$ cat src/rhsv_pkg.sv
package rhsv_pkg;

  // Pixel channels and results
  localparam int PIX_W = 8;

  // Divider layout: saturation quotient is 8 bits, hue quotient is at most 43 (6 bits)
  localparam int SAT_QUO_W  = 8;
  localparam int HUE_QUO_W  = 6;
  localparam int SAT_REM_W  = 16;
  localparam int HUE_REM_W  = 14;
  localparam int DIV_STAGES = SAT_QUO_W;

  localparam logic [SAT_REM_W-1:0] SAT_SCALE = 16'd255;
  localparam logic [HUE_REM_W-1:0] HUE_SCALE = 14'd43;

  localparam logic [PIX_W-1:0] HUE_BASE_RED   = 8'd0;
  localparam logic [PIX_W-1:0] HUE_BASE_GREEN = 8'd85;
  localparam logic [PIX_W-1:0] HUE_BASE_BLUE  = 8'd171;

  typedef struct packed {
    logic [PIX_W-1:0] red;
    logic [PIX_W-1:0] green;
    logic [PIX_W-1:0] blue;
  } rhsv_in_t;

  typedef struct packed {
    logic [PIX_W-1:0] hue;
    logic [PIX_W-1:0] saturation;
    logic [PIX_W-1:0] brightness;
  } rhsv_out_t;

  // One slot of the divider pipeline: both divisions run side by side
  typedef struct packed {
    logic [PIX_W-1:0]     bright;
    logic [PIX_W-1:0]     sdiv;
    logic [SAT_REM_W-1:0] srem;
    logic [SAT_QUO_W-1:0] squo;
    logic [PIX_W-1:0]     hdiv;
    logic [HUE_REM_W-1:0] hrem;
    logic [HUE_QUO_W-1:0] hquo;
    logic                 hneg;
    logic [PIX_W-1:0]     hbase;
    logic                 black;
    logic                 grey;
  } rhsv_div_t;

endpackage

$ cat src/rgb_to_hsv_converter_unit.sv
// Channel   Direction  Handshake              Payload
// in_       input      in_valid / in_ready    in_data   (red, green, blue)
// out_      output     out_valid / out_ready  out_data  (hue, saturation, brightness)
//
// One pixel per clock sustained while out_ready stays high; an output stall holds the flow.
// Depth is set by the two restoring dividers, one saturation quotient bit per stage (8 stages),
// behind max/min, spread and numerator stages and the output register.
// rst_n (synchronous) clears only the stage valid bits.
// Each stage holds while its successor is full and stalled; empty stages keep loading,
// so bubbles close up under an output stall and nothing is dropped or repeated.
module rgb_to_hsv_converter_unit (
  input  logic                clk,
  input  logic                rst_n,
  input  logic                in_valid,
  output logic                in_ready,
  input  rhsv_pkg::rhsv_in_t  in_data,
  output logic                out_valid,
  input  logic                out_ready,
  output rhsv_pkg::rhsv_out_t out_data
);
  import rhsv_pkg::*;

  // stage 0: max/min, 1: spread/diff, 2: numerators, 3..10: divide, 11: output
  localparam int NSTG    = DIV_STAGES + 4;
  localparam int DIV_LO  = 3;
  localparam int OUT_STG = NSTG - 1;

  logic [NSTG-1:0] vld_r;
  logic [NSTG-1:0] adv;

  // stage 0
  logic [PIX_W-1:0] a_mx_r, a_mn_r, a_base_r, a_px_r, a_py_r;
  logic [PIX_W-1:0] a_mx_nxt, a_mn_nxt, a_base_nxt, a_px_nxt, a_py_nxt;

  // stage 1
  logic [PIX_W-1:0] b_mx_r, b_spread_r, b_base_r, b_mag_r;
  logic             b_neg_r;

  rhsv_div_t dv_r   [DIV_STAGES+1];
  rhsv_div_t dv_nxt [DIV_STAGES];
  rhsv_div_t dv_init;

  rhsv_out_t out_data_r;
  rhsv_out_t out_nxt;

  // per-stage ready: a stage moves when it is empty or its successor moves
  always_comb begin
    adv[OUT_STG] = !vld_r[OUT_STG] || out_ready;
    for (int k = OUT_STG - 1; k >= 0; k--) begin
      adv[k] = !vld_r[k] || adv[k+1];
    end
  end

  assign in_ready  = adv[0];
  assign out_valid = vld_r[OUT_STG];
  assign out_data  = out_data_r;

  always_ff @(posedge clk) begin
    if (!rst_n) begin
      vld_r <= '0;
    end else begin
      if (adv[0]) begin
        vld_r[0] <= in_valid;
      end
      for (int k = 1; k < NSTG; k++) begin
        if (adv[k]) begin
          vld_r[k] <= vld_r[k-1];
        end
      end
    end
  end

  // stage 0: max, min, sector (red first, then green) and the pair to subtract
  always_comb begin
    a_mx_nxt = in_data.red;
    a_mn_nxt = in_data.red;
    if (in_data.green > a_mx_nxt) a_mx_nxt = in_data.green;
    if (in_data.blue  > a_mx_nxt) a_mx_nxt = in_data.blue;
    if (in_data.green < a_mn_nxt) a_mn_nxt = in_data.green;
    if (in_data.blue  < a_mn_nxt) a_mn_nxt = in_data.blue;
    priority if (a_mx_nxt == in_data.red) begin
      a_base_nxt = HUE_BASE_RED;
      a_px_nxt   = in_data.green;
      a_py_nxt   = in_data.blue;
    end else if (a_mx_nxt == in_data.green) begin
      a_base_nxt = HUE_BASE_GREEN;
      a_px_nxt   = in_data.blue;
      a_py_nxt   = in_data.red;
    end else begin
      a_base_nxt = HUE_BASE_BLUE;
      a_px_nxt   = in_data.red;
      a_py_nxt   = in_data.green;
    end
  end

  always_ff @(posedge clk) begin
    if (adv[0]) begin
      a_mx_r   <= a_mx_nxt;
      a_mn_r   <= a_mn_nxt;
      a_base_r <= a_base_nxt;
      a_px_r   <= a_px_nxt;
      a_py_r   <= a_py_nxt;
    end
  end

  // stage 1: spread and sign/magnitude of the hue difference
  always_ff @(posedge clk) begin
    if (adv[1]) begin
      b_mx_r     <= a_mx_r;
      b_spread_r <= a_mx_r - a_mn_r;
      b_base_r   <= a_base_r;
      b_neg_r    <= a_px_r < a_py_r;
      b_mag_r    <= (a_px_r < a_py_r) ? (a_py_r - a_px_r) : (a_px_r - a_py_r);
    end
  end

  // stage 2: numerators 255*spread and 43*|diff|
  always_comb begin
    dv_init.bright = b_mx_r;
    dv_init.sdiv   = b_mx_r;
    dv_init.srem   = SAT_REM_W'(b_spread_r) * SAT_SCALE;
    dv_init.squo   = '0;
    dv_init.hdiv   = b_spread_r;
    dv_init.hrem   = HUE_REM_W'(b_mag_r) * HUE_SCALE;
    dv_init.hquo   = '0;
    dv_init.hneg   = b_neg_r;
    dv_init.hbase  = b_base_r;
    dv_init.black  = (b_mx_r == '0);
    dv_init.grey   = (b_spread_r == '0);
  end

  always_ff @(posedge clk) begin
    if (adv[2]) begin
      dv_r[0] <= dv_init;
    end
  end

  // restoring division, one saturation quotient bit per stage; hue takes bits in the last HUE_QUO_W stages
  for (genvar j = 0; j < DIV_STAGES; j++) begin : g_div
    localparam int SH = DIV_STAGES - 1 - j;

    always_comb begin
      dv_nxt[j] = dv_r[j];
      if (dv_r[j].srem >= (SAT_REM_W'(dv_r[j].sdiv) << SH)) begin
        dv_nxt[j].srem = dv_r[j].srem - (SAT_REM_W'(dv_r[j].sdiv) << SH);
        dv_nxt[j].squo = {dv_r[j].squo[SAT_QUO_W-2:0], 1'b1};
      end else begin
        dv_nxt[j].squo = {dv_r[j].squo[SAT_QUO_W-2:0], 1'b0};
      end
      // hue quotient stays below 64, so only its low bits take steps
      if (SH < HUE_QUO_W) begin
        if (dv_r[j].hrem >= (HUE_REM_W'(dv_r[j].hdiv) << SH)) begin
          dv_nxt[j].hrem = dv_r[j].hrem - (HUE_REM_W'(dv_r[j].hdiv) << SH);
          dv_nxt[j].hquo = {dv_r[j].hquo[HUE_QUO_W-2:0], 1'b1};
        end else begin
          dv_nxt[j].hquo = {dv_r[j].hquo[HUE_QUO_W-2:0], 1'b0};
        end
      end
    end

    always_ff @(posedge clk) begin
      if (adv[DIV_LO+j]) begin
        dv_r[j+1] <= dv_nxt[j];
      end
    end
  end

  // output: black and grey pixels bypass the (zero-divisor) quotients
  always_comb begin
    rhsv_div_t d;
    d = dv_r[DIV_STAGES];
    out_nxt.brightness = d.bright;
    out_nxt.saturation = d.black ? '0 : d.squo;
    if (d.grey) begin
      out_nxt.hue = '0;
    end else if (d.hneg) begin
      out_nxt.hue = d.hbase - PIX_W'(d.hquo);
    end else begin
      out_nxt.hue = d.hbase + PIX_W'(d.hquo);
    end
  end

  always_ff @(posedge clk) begin
    if (adv[OUT_STG]) begin
      out_data_r <= out_nxt;
    end
  end

endmodule
$ cat config.mk
export PLATFORM = sky130hd
export DESIGN_NAME = rgb_to_hsv_converter_unit
export DESIGN_NICKNAME = d
export VERILOG_FILES = /design/src/rhsv_pkg.sv /design/src/rgb_to_hsv_converter_unit.sv
export SDC_FILE = /design/constraint.sdc
export NUM_CORES = 1
export LEC_CHECK = 0
export BUFFER_PORTS_ARGS = -buffer_cell sky130_fd_sc_hd__buf_2
export CAP_MARGIN = 20
export CORE_ASPECT_RATIO = 1.1
export CORE_MARGIN = 4
export CORE_UTILIZATION = 52
export CTS_CLUSTER_SIZE = 28
export DETAILED_ROUTE_END_ITERATION = 7
export PLACE_DENSITY_LB_ADDON = 0.08
export SETUP_SLACK_MARGIN = 0.2
export SYNTH_ARGS = -nofsm -noshare
export SYNTH_HDL_FRONTEND = slang
export SYNTH_SLANG_ARGS = --single-unit
export TNS_END_PERCENT = 20
$ cat constraint.sdc
create_clock -name clk -period 4.95 [get_ports clk]
set_input_delay 0.2475 -clock clk [delete_from_list [all_inputs] [get_ports clk]]
set_output_delay 0.2475 -clock clk [all_outputs]
set_load 0.01 [all_outputs]
; ---- Word-level counts from Yosys, hierarchy flattened
; Memory sizes are Yosys's and may differ from the RTL's.
; Index checks and enable logic that the tools add are counted.
[op_classes]
n_mux = 57
order_cmp = 19
n_reduce_logical = 26
n_addsub = 19
mul = 2
n_eq_ne = 2
[ops]
columns = op, count
row1 = $mux W16, 8
row2 = $mux W8, 11
row3 = $mux W14, 6
row4 = $mux W1, 32
row5 = $lt A8 B8 Y1, 3
row6 = $sub A8 B8 Y8, 3
row7 = $eq A8 B8 Y1, 2
row8 = $ge A16 B10 Y1, 1
row9 = $ge A16 B11 Y1, 1
row10 = $ge A16 B12 Y1, 1
row11 = $ge A16 B13 Y1, 1
row12 = $ge A16 B14 Y1, 1
row13 = $ge A16 B15 Y1, 1
row14 = $ge A16 B8 Y1, 1
row15 = $ge A16 B9 Y1, 1
row16 = $gt A8 B8 Y1, 2
row17 = $logic_not A8 Y1, 2
row18 = $mul A8 B8 Y16 const B, 1
row19 = $sub A16 B10 Y16, 1
row20 = $sub A16 B11 Y16, 1
row21 = $sub A16 B12 Y16, 1
row22 = $sub A16 B13 Y16, 1
row23 = $sub A16 B14 Y16, 1
row24 = $sub A16 B15 Y16, 1
row25 = 19 further kinds, 41
[totals]
mem_count = 1
inputBits = 28
reg_bits = 109
mem_bits_rw = 711
word_cells = 151
[memory_table]
columns = memory, depth, width, rd, rd_clocked_by_memory_dff, wr, line_no
row1 = dv_r, 9, 79, 9, 0, 9, rgb_to_hsv_converter_unit.sv:39  ; rhsv_div_t dv_r [DIV_STAGES+1];

; ---- Logic depth before layout (Yosys ltp)
[logic_depth]
word_depth = 13
mapped_depth = 22

; ---- Worst setup path after synthesis
; No wires, ideal clock.
[synth_timing]
path_type = reg2reg
startpoint = reg b_spread_r[3]
endpoint = mem dv_r[0][62] in the netlist's numbering, data pin
path_slack_ps = 657
stages_incl_launch_ff = 14
required_time_ps = 4690
setup_ps = 260
synth_period_minus_slack_ps = 4293
arrival_time_ps = 4033
n_path_buf = 0
path_cell_list = edfxtp_1 fa_1 inv_1 fa_1 inv_1 fa_1 fa_1 ha_1 a21boi_0 o21ai_0 a21boi_0 o2111ai_1 a31oi_1 xnor2_1
[synth_rtl]
columns = item, line_no
row1 = from (decl), rgb_to_hsv_converter_unit.sv:36  ; logic [PIX_W-1:0] b_mx_r, b_spread_r, b_base_r, b_mag_r;
row2 = from (signal assigned), rgb_to_hsv_converter_unit.sv:110  ; b_spread_r <= a_mx_r - a_mn_r;
row3 = to (decl), rgb_to_hsv_converter_unit.sv:39

==> results.sh <==
export IMPL_endpoint_kind="flip-flop"
export IMPL_crit_chain="fa_1, inv_1, fa_1, inv_1, fa_1, fa_1, ha_1, a21boi_0, o21ai_1, a21boi_1, o2111ai_1, a31oi_1, xnor2_1"
export IMPL_cts_sinks=578
export IMPL_post_synth_top_area_fraction_pct=57.3
export IMPL_drive_gt1_share_pct=9.00
export IMPL_synth_edff_count=566
export IMPL_die_h_um=259
export IMPL_seq_area_frac_synth_pct=58.1
export IMPL_synthArstFlopShare_pct=0
export IMPL_drv_cap=0
export IMPL_ctsLongestPathBuffers=3
export IMPL_synthTopCellsByArea="edfxtp_1, ha_1, inv_1, fa_1, xnor2_1"
export IMPL_worstSkewPairLatency_ns=0.61
export IMPL_status="complete, no violations"
export IMPL_drc=0
export IMPL_slew_viol_final=0
export IMPL_synthToLayoutAreaGrowth_pct=10.9
export IMPL_synth_area_um2=29700
export IMPL_fin_setup_tns_ns=0
export IMPL_drtAntennaViolNets=0
export IMPL_nets=2753
export IMPL_skew_ns=0.0207
export IMPL_critical_path_most_common_cell="fa_1"
export IMPL_synth_ff_latch_count=578
export IMPL_grt_pass1_vias=17700
export IMPL_start_util_pct=52.8
export IMPL_dp_hpwl_um=41400
export IMPL_critical_path_max_stage_delay_ns=0.64
export IMPL_grt_max_degree=64
export IMPL_yosys_top_cells_count="edfxtp_1, inv_1, ha_1"
export IMPL_h_tree_depth=2
export IMPL_syn_nets=2640
export IMPL_final_core_util_pct=58.5
export IMPL_maxSlewHeadroom_pct=30.5
export IMPL_fmax_mhz=225
export IMPL_drt_wl_total_um=54200
export IMPL_place_ws_ns=0.132
export IMPL_via_per_inst=5.32
export IMPL_hp_class="in -> reg"
export IMPL_syn_inst=2317
export IMPL_firstDrtPassIters=5
export IMPL_gp_congestion=0.898
export IMPL_cp_arrival_ns=4.80
export IMPL_use_met2_pct=33.7
export IMPL_io_pins=54
export IMPL_ys_warnings_count=0
export IMPL_io_buffers=53
export IMPL_worstSetupPathType="reg -> reg"
export IMPL_yosys_area_top_type="edfxtp_1"
export IMPL_start_kind="flip-flop"
export IMPL_die_area_um2=61000
export IMPL_min_period_over_period_pct=90.0
export IMPL_synth_cell_types=74
export IMPL_cts_buffers=57
export IMPL_cts_tree="done"
export IMPL_required_ns=5.30
export IMPL_grt_pass1_wl_um=88100
export IMPL_clkTransAtPathRegs_ns=0.07
export IMPL_period_minus_slack_ns=4.45
export IMPL_dr_total_vias=17100
export IMPL_drt_iter0_markers=726
export IMPL_hold_viol_final=0
export IMPL_grt_overflow=0
export IMPL_setup_viol=0
export IMPL_grt_use_met3_pct=2.93
export IMPL_worst_path_max_fanout=6
export IMPL_postSynthAreaPerCell_um2=12.8
export IMPL_cpMaxStageDelayCell="fa_1"
export IMPL_tightest_slew_ns=1.04
export IMPL_grt_use_met1_pct=19.2
export IMPL_cts_root_buf="clkbuf_16"
export IMPL_yosys_most_used_dff="edfxtp_1"
export IMPL_grt_usage_pct=17.9
export IMPL_antenna_found_initial=0
export IMPL_busiest_layer="met2"
export IMPL_wl_per_cell_um=16.8
export IMPL_rsz0062_at_grt="no"
export IMPL_core_um2=56200
export IMPL_dieWidth_um=236
export IMPL_fp_row_count=91
export IMPL_synth_most_common_cell="edfxtp_1"
export IMPL_n_antenna_cell=0
export IMPL_worst_slack_ns=0.497
final cells by class:
| cell class | instances | area, um^2 |
|---|---|---|
| Clock buffer | 70 | 1480 |
| Clock inverter | 36 | 363 |
| Fill cell | 4436 | 23300 |
| Inverter | 317 | 1190 |
| Multi-Input combinational cell | 1387 | 11100 |
| Sequential cell | 578 | 17200 |
| Tap cell | 744 | 931 |
| Timing Repair Buffer | 89 | 608 |
cells in the final DEF (no fill, tap or decap), types with 29 or more instances in the layout:
master	synthesis	final
mux2_2	29	29
inv_1	317	312
nor2_1	150	150
a21o_1	44	44
clkbuf_16	0	57
a21oi_1	131	131
nor2b_1	55	55
buf_2	3	53
o21ai_0	86	85
xnor2_1	91	91
nand2_1	86	82
nand2b_1	30	30
xor2_1	49	49
ha_1	240	240
mux2i_1	63	63
edfxtp_1	566	566
fa_1	55	55
worst max-delay path: cells and delay by family, from the launching register on:
family	cells	cell delay, ns
fa+ha+maj	5	2.48
compound gates	5	0.98
flops	1	0.53
buf+inv	2	0.12
xor+xnor	1	0.09
per-layer routing:
| layer | vias to the layer above | wire length [um] |
|---|---|---|
| met1 | 8223 | 20700 |
| li1 | 8498 | - |
| met2 | 267 | 28700 |
| met3 | 144 | 1620 |
| met4 | 0 | 3100 |
| met5 | - | 0 |
stage by stage:
stage / hold WS [ns] / instance area [um^2] / cells
floorplan: 0.376 / 29700 / 2317
global placement: 0.400 / 30900 / 3105
detailed placement: 0.405 / 30900 / 3105
CTS: 0.0390 / 32800 / 3215
global route: 0.0586 / 32900 / 3221
finish: 0.0815 / 32900 / 3221
timing repair:
action	CTS	global route
hold buffers	4	0
gates resized for setup	0	2
setup endpoints to repair	0	3
setup buffers	0	3
endpoints found under the hold margin	12	0
state kept, by name, summed over array words and instances (netlist names):
register	count
a_base_r	3
a_mn_r	8
a_mx_r	8
a_px_r	8
a_py_r	8
b_base_r	3
b_mag_r	8
b_mx_r	8
b_neg_r	1
b_spread_r	8
dv_r	479
out_data	24
vld_r	12
kinds of logic after synthesis:
| logic type | count (synthesis) | share of synthesized area (%) |
|---|---|---|
| flip-flops | 578 | 58.1 |
| AO/OA/AOI/OAI | 382 | 8.06 |
| adder cells (fa/ha/maj) | 295 | 13.8 |
| multiplexers | 92 | 3.22 |
| buffers and inverters | 352 | 4.57 |
| XOR/XNOR | 140 | 4.13 |
| AND/OR/NAND/NOR | 478 | 8.12 |
worst paths after layout:
path	startpoint	endpoint	slack, ns	depth (start not counted)
worst max register to register	b_spread_r[3]$_DFFE_PP_	dv_r[0][62]$_DFFE_PP_	0.50	13
worst min register to register	dv_r[0][88]$_DFFE_PP_	dv_r[0][167]$_DFFE_PP_	0.40	0
worst min-delay path	in_data[11]	a_px_r[3]$_DFFE_PP_	0.08	2
worst max-delay path	b_spread_r[3]$_DFFE_PP_	dv_r[0][62]$_DFFE_PP_	0.50	13
Power is not shown: default switching activity piles up to over one toggle a cycle in this logic, so the estimate is an artifact.
